**src/rtl/tick_window_signal_order_core_macros.svh**
```systemverilog
// Assertion macros for the tick window signal order RTL
`ifndef TICK_WINDOW_SIGNAL_ORDER_CORE_MACROS_SVH
`define TICK_WINDOW_SIGNAL_ORDER_CORE_MACROS_SVH

// Implication checked on every clock edge outside reset
`define TWS_ASSERT_IMP(label, clk_s, rst_s, ante, cons, msg) \
  label: assert property (@(posedge clk_s) disable iff (!rst_s) (ante) |-> (cons)) \
    else $error(msg);

// Implication checked in the cycle after the antecedent
`define TWS_ASSERT_NEXT(label, clk_s, rst_s, ante, cons, msg) \
  label: assert property (@(posedge clk_s) disable iff (!rst_s) (ante) |=> (cons)) \
    else $error(msg);

`endif

```
**src/rtl/tws_ram.sv**
```systemverilog
// Generic single-port-write, single-port-read RAM with registered read
module tws_ram #(
  parameter int WIDTH = 20,
  parameter int DEPTH = 160
) (
  input  logic                     clk,
  input  logic                     we,
  input  logic [$clog2(DEPTH)-1:0] waddr,
  input  logic [WIDTH-1:0]         wdata,
  input  logic [$clog2(DEPTH)-1:0] raddr,
  output logic [WIDTH-1:0]         rdata
);

  logic [WIDTH-1:0] mem [DEPTH];

  // Write and registered read
  always_ff @(posedge clk) begin
    if (we) begin
      mem[waddr] <= wdata;
    end
    rdata <= mem[raddr];
  end

endmodule

```
**config.mk**
```make
export PLATFORM = sky130hd
export DESIGN_NAME = tws_ram
export DESIGN_NICKNAME = d
export VERILOG_FILES = /design/src/rtl/tick_window_signal_order_core_macros.svh /design/src/rtl/tws_ram.sv
export SDC_FILE = /design/constraint.sdc
export NUM_CORES = 2
export LEC_CHECK = 0
export BUFFER_PORTS_ARGS = -buffer_cell sky130_fd_sc_hd__buf_2
export CELL_PAD_IN_SITES_DETAIL_PLACEMENT = 0
export CELL_PAD_IN_SITES_GLOBAL_PLACEMENT = 1
export CORE_ASPECT_RATIO = 0.5
export CORE_MARGIN = 2
export CORE_UTILIZATION = 58
export CTS_CLUSTER_DIAMETER = 60
export DETAILED_ROUTE_END_ITERATION = 10
export GPL_TIMING_DRIVEN = 1
export HOLD_SLACK_MARGIN = 0.05
export PLACE_DENSITY_LB_ADDON = 0.3
export SLEW_MARGIN = 20
export SYNTH_ARGS = -nofsm -noshare
export SYNTH_HDL_FRONTEND = slang
export SYNTH_SLANG_ARGS = --single-unit
export TNS_END_PERCENT = 30
```
**constraint.sdc**
```tcl
create_clock -name clk -period 7.5 [get_ports clk]
set_input_delay 1.125 -clock clk [delete_from_list [all_inputs] [get_ports clk]]
set_output_delay 1.125 -clock clk [all_outputs]
set_load 0.1 [all_outputs]
```
==> metrics.txt <==
# TYPE chip_impl_metric gauge
chip_impl_metric{name="std_cell_rows",unit=""} 119
chip_impl_metric{name="cts-htree-levels",unit=""} 5
chip_impl_metric{name="path_clk_slew",unit="ns"} 0.07
chip_impl_metric{name="crit_fanout",unit=""} 42
chip_impl_metric{name="achievable-frequency",unit="MHz"} 206.5
chip_impl_metric{name="ios",unit=""} 58
chip_impl_metric{name="internal_power",unit="µW"} 28010
chip_impl_metric{name="max-cap-violations",unit=""} 0
chip_impl_info{name="synth_top_area_cell",value="edfxtp_1"} 1
chip_impl_metric{name="dr_vias_cell",unit=""} 7.061
chip_impl_metric{name="floorplan.core_area",unit="mm²"} 0.2110
chip_impl_metric{name="gp_congestion",unit=""} 0.9432
chip_impl_metric{name="layout_cells_sized_above_1",unit=""} 0.2798
chip_impl_metric{name="ant_nets",unit=""} 0
chip_impl_metric{name="cp.arrival",unit="ns"} 5.52
chip_impl_metric{name="cts_setup_buffers",unit=""} 0
chip_impl_metric{name="power_per_cell_area",unit="mW/mm²"} 261.0
chip_impl_metric{name="placement.io_buffers",unit=""} 57
chip_impl_metric{name="setup_total_negative_slack",unit="ns"} 0
chip_impl_metric{name="initial_util",unit=""} 0.5847
chip_impl_metric{name="route.detailed.wl_per_inst",unit="µm"} 38.41
chip_impl_metric{name="grt_pass1_vias",unit=""} 59880
chip_impl_metric{name="netSwitchingPower",unit="µW"} 7658
chip_impl_metric{name="grt.overflow.total",unit=""} 0
chip_impl_info{name="synth_top_cells_by_area",value="edfxtp_1 78%, mux4_2 15%, mux2i_1 1.8%"} 1
chip_impl_metric{name="maxSlewHeadroom",unit=""} 0.1558
chip_impl_metric{name="grt_start_max_net_pins",unit=""} 114
chip_impl_metric{name="clock_tree.buffer_depth",unit=""} 4
chip_impl_metric{name="post_synth.cell_area_avg",unit="µm²"} 22.88
chip_impl_metric{name="worst_ep_required",unit="ns"} 8.18
chip_impl_metric{name="yosysTopAreaCellShare",unit=""} 0.7789
chip_impl_info{name="cts.root.buffer_cell",value="clkbuf_16"} 1
chip_impl_metric{name="first_iter_violations",unit=""} 10760
chip_impl_metric{name="power.static_leakage",unit="µW"} 0.04221
chip_impl_metric{name="cts_hold_repair.buffers",unit=""} 0
chip_impl_info{name="crit-reg2reg-launch",value="mem[28][2]$_DFFE_PP_"} 1
chip_impl_metric{name="dr_total_vias",unit=""} 61260
chip_impl_metric{name="period_minus_slack",unit="ns"} 4.844
chip_impl_metric{name="first_pass_grt_wire_length",unit="µm"} 463700
chip_impl_metric{name="netlist-cell-type-count",unit=""} 56
chip_impl_metric{name="yosys_warnings",unit=""} 0
chip_impl_metric{name="syn-cell-area",unit="mm²"} 0.1234
chip_impl_metric{name="vdd.ir_drop.worst",unit="mV"} 0.1637
chip_impl_metric{name="combPwrFrac",unit=""} 0.055
chip_impl_info{name="status",value="complete, no violations"} 1
chip_impl_metric{name="grt.total_usage",unit=""} 0.3097
chip_impl_metric{name="finalNetCount",unit=""} 5660
chip_impl_metric{name="min_delay_path_depth",unit=""} 1
chip_impl_metric{name="die_h",unit="µm"} 330.1
chip_impl_metric{name="setup_viol",unit=""} 0
chip_impl_metric{name="post_route_fraction_of_the_period_consumed_by_the_critical_path",unit=""} 0.6458
chip_impl_metric{name="syn_to_final_growth",unit="%"} 10.77
chip_impl_metric{name="switching_share",unit=""} 0.2147
chip_impl_metric{name="antenna_violations_before_repair",unit=""} 28
chip_impl_metric{name="synth_sequential_area_ratio",unit=""} 0.7822
chip_impl_metric{name="resized_gates_after_cts",unit=""} 0
chip_impl_metric{name="clockPowerShare",unit=""} 0.388
chip_impl_metric{name="ys_ff_latch",unit=""} 3220
chip_impl_metric{name="instance_count_of_the_mapped_netlist",unit=""} 5393
chip_impl_metric{name="final_max_slew_viol_count",unit=""} 0
chip_impl_info{name="hp-class",value="primary input to flip-flop"} 1
chip_impl_info{name="critPathLaunchType",value="primary input"} 1
chip_impl_info{name="timing.critical_path.from",value="raddr[1]"} 1
chip_impl_metric{name="hpwl",unit="µm"} 190000
chip_impl_metric{name="die_w",unit="µm"} 656.2
chip_impl_info{name="holdCritStartpoint",value="wdata[18]"} 1
chip_impl_info{name="cts_tree",value="yes"} 1
chip_impl_metric{name="clock_skew",unit="ns"} 0.04558
chip_impl_metric{name="timing.final.hold_violations",unit=""} 0
chip_impl_info{name="most-common-layout-cells",value="3200 x edfxtp_1, 808 x mux4_2, 284 x clkbuf_16"} 1
chip_impl_metric{name="synth.net_count",unit=""} 5431
chip_impl_metric{name="drtPass1Iterations",unit=""} 10
chip_impl_metric{name="tritoncts.num_buffers",unit=""} 279
chip_impl_metric{name="route.final.wire_length",unit="µm"} 333200
chip_impl_info{name="dominantRegCellSynth",value="edfxtp_1"} 1
chip_impl_info{name="mostFrequentLayoutCell",value="edfxtp_1"} 1
chip_impl_metric{name="synth_edf_count",unit=""} 3200
chip_impl_metric{name="sequentialPowerShare",unit=""} 0.557
chip_impl_metric{name="clkLatencyLatePin",unit="ns"} 0.87
chip_impl_metric{name="tightest_slew",unit="ns"} 1.263
chip_impl_metric{name="drc",unit=""} 0
chip_impl_metric{name="share_of_flip_flops_with_an_asynchronous_set_or_reset_after_synthesis",unit=""} 0
chip_impl_info{name="unrepaired_setup_endpoints_after_global_routing",value="false"} 1
chip_impl_info{name="end_kind",value="flip-flop"} 1
chip_impl_metric{name="whs",unit="ns"} 0.6123
chip_impl_metric{name="worst_reg2reg_path_length_in_cells",unit=""} 6
chip_impl_metric{name="cts_num_sinks",unit=""} 3220
chip_impl_metric{name="floorplan.die_area",unit="mm²"} 0.2166
chip_impl_info{name="timing.setup.critical_path_class",value="primary input to flip-flop"} 1
## per-stage QoR
stage	cell area [µm²]	setup WS (ns)	utilization	power, µW	std cells
after global routing	136600	2.680	0.6476	36500	8667
after floorplan	123400	4.164	-	21320	5393
after global placement	128000	2.090	0.6069	22140	8180
after CTS	136600	2.943	0.6473	35710	8665
after detailed placement	128100	2.068	0.6073	22190	8183
final	136700	2.656	0.6477	35670	8676
## per-layer routing
layer / part of all wire / wire length [µm] / vias to the layer above / track usage
met1: 0.37 / 122500 / 32520 / 0.4519
met3: 0.15 / 51600 / 568 / 0.1034
li1: - / - / 23450 / -
met2: 0.45 / 148800 / 4710 / 0.4563
met5: 0.00027 / 90 / - / 0
met4: 0.031 / 10190 / 12 / 0.08590
## final cells by class
cell class,instances,area (µm²)
Antenna cell,10,25.02
Inverter,6,35.03
Clock inverter,128,1032
Timing Repair Buffer,252,2083
Tap cell,2843,3557
Clock buffer,354,7420
Fill cell,13350,74330
Multi-Input combinational cell,1863,26010
Sequential cell,3220,96490
## worst paths after layout
path | to | slack [ns]
setup reg to reg | rdata[2]$_DFF_P_ | 4.05
hold / removal | mem[150][18]$_DFFE_PP_ | 0.61
setup / recovery | rdata[2]$_DFF_P_ | 2.66
hold reg to reg | rdata[18]$_DFF_P_ | 1.03
## kinds of logic after synthesis
logic type | share of synthesized area
AO/OA/AOI/OAI | 0.02126
buffers and inverters | 0.01362
flip-flops | 0.7822
multiplexers | 0.1674
AND/OR/NAND/NOR | 0.01558
## registers in the layout, summed over array words and instances, names as in the netlist
| signal | flops |
|---|---|
| mem | 3200 |
| rdata | 20 |
## cell usage after synthesis (11+ instances only)
| cell type | count |
|---|---|
| buf_1 | 22 |
| nand3_1 | 45 |
| nor2b_1 | 25 |
| buf_2 | 77 |
| mux4_2 | 808 |
| edfxtp_1 | 3200 |
| nor2_1 | 188 |
| a211oi_1 | 20 |
| mux2i_1 | 226 |
| o21ai_0 | 24 |
| buf_6 | 33 |
| o31ai_1 | 11 |
| and2_1 | 12 |
| nor3_1 | 17 |
| o211ai_1 | 11 |
| a31oi_1 | 13 |
| o221ai_1 | 38 |
| clkbuf_1 | 126 |
| mux2_2 | 17 |
| a22oi_1 | 56 |
| buf_4 | 46 |
| o22ai_1 | 75 |
| nand2_1 | 120 |
| a21oi_1 | 53 |
| dfxtp_1 | 20 |
## critical path, cell delays in order
cell and delay (ns):
buf_8 0.43, buf_4 0.67, buf_4 0.43, mux4_2 0.41, a22o_1 0.25, a221oi_1 0.84, o22ai_1 0.20, o21ai_0 0.82
o311ai_1 0.23
## power groups by stage
stage	registers [µW]	logic, µW	clock network, µW
finish	19900	1970	13800
global route	19900	2030	14600
CTS	19900	1930	13900
detailed placement	20300	1930	0
global placement	20300	1880	0
floorplan	20400	963	0
Power figures use the tool's default switching activity.
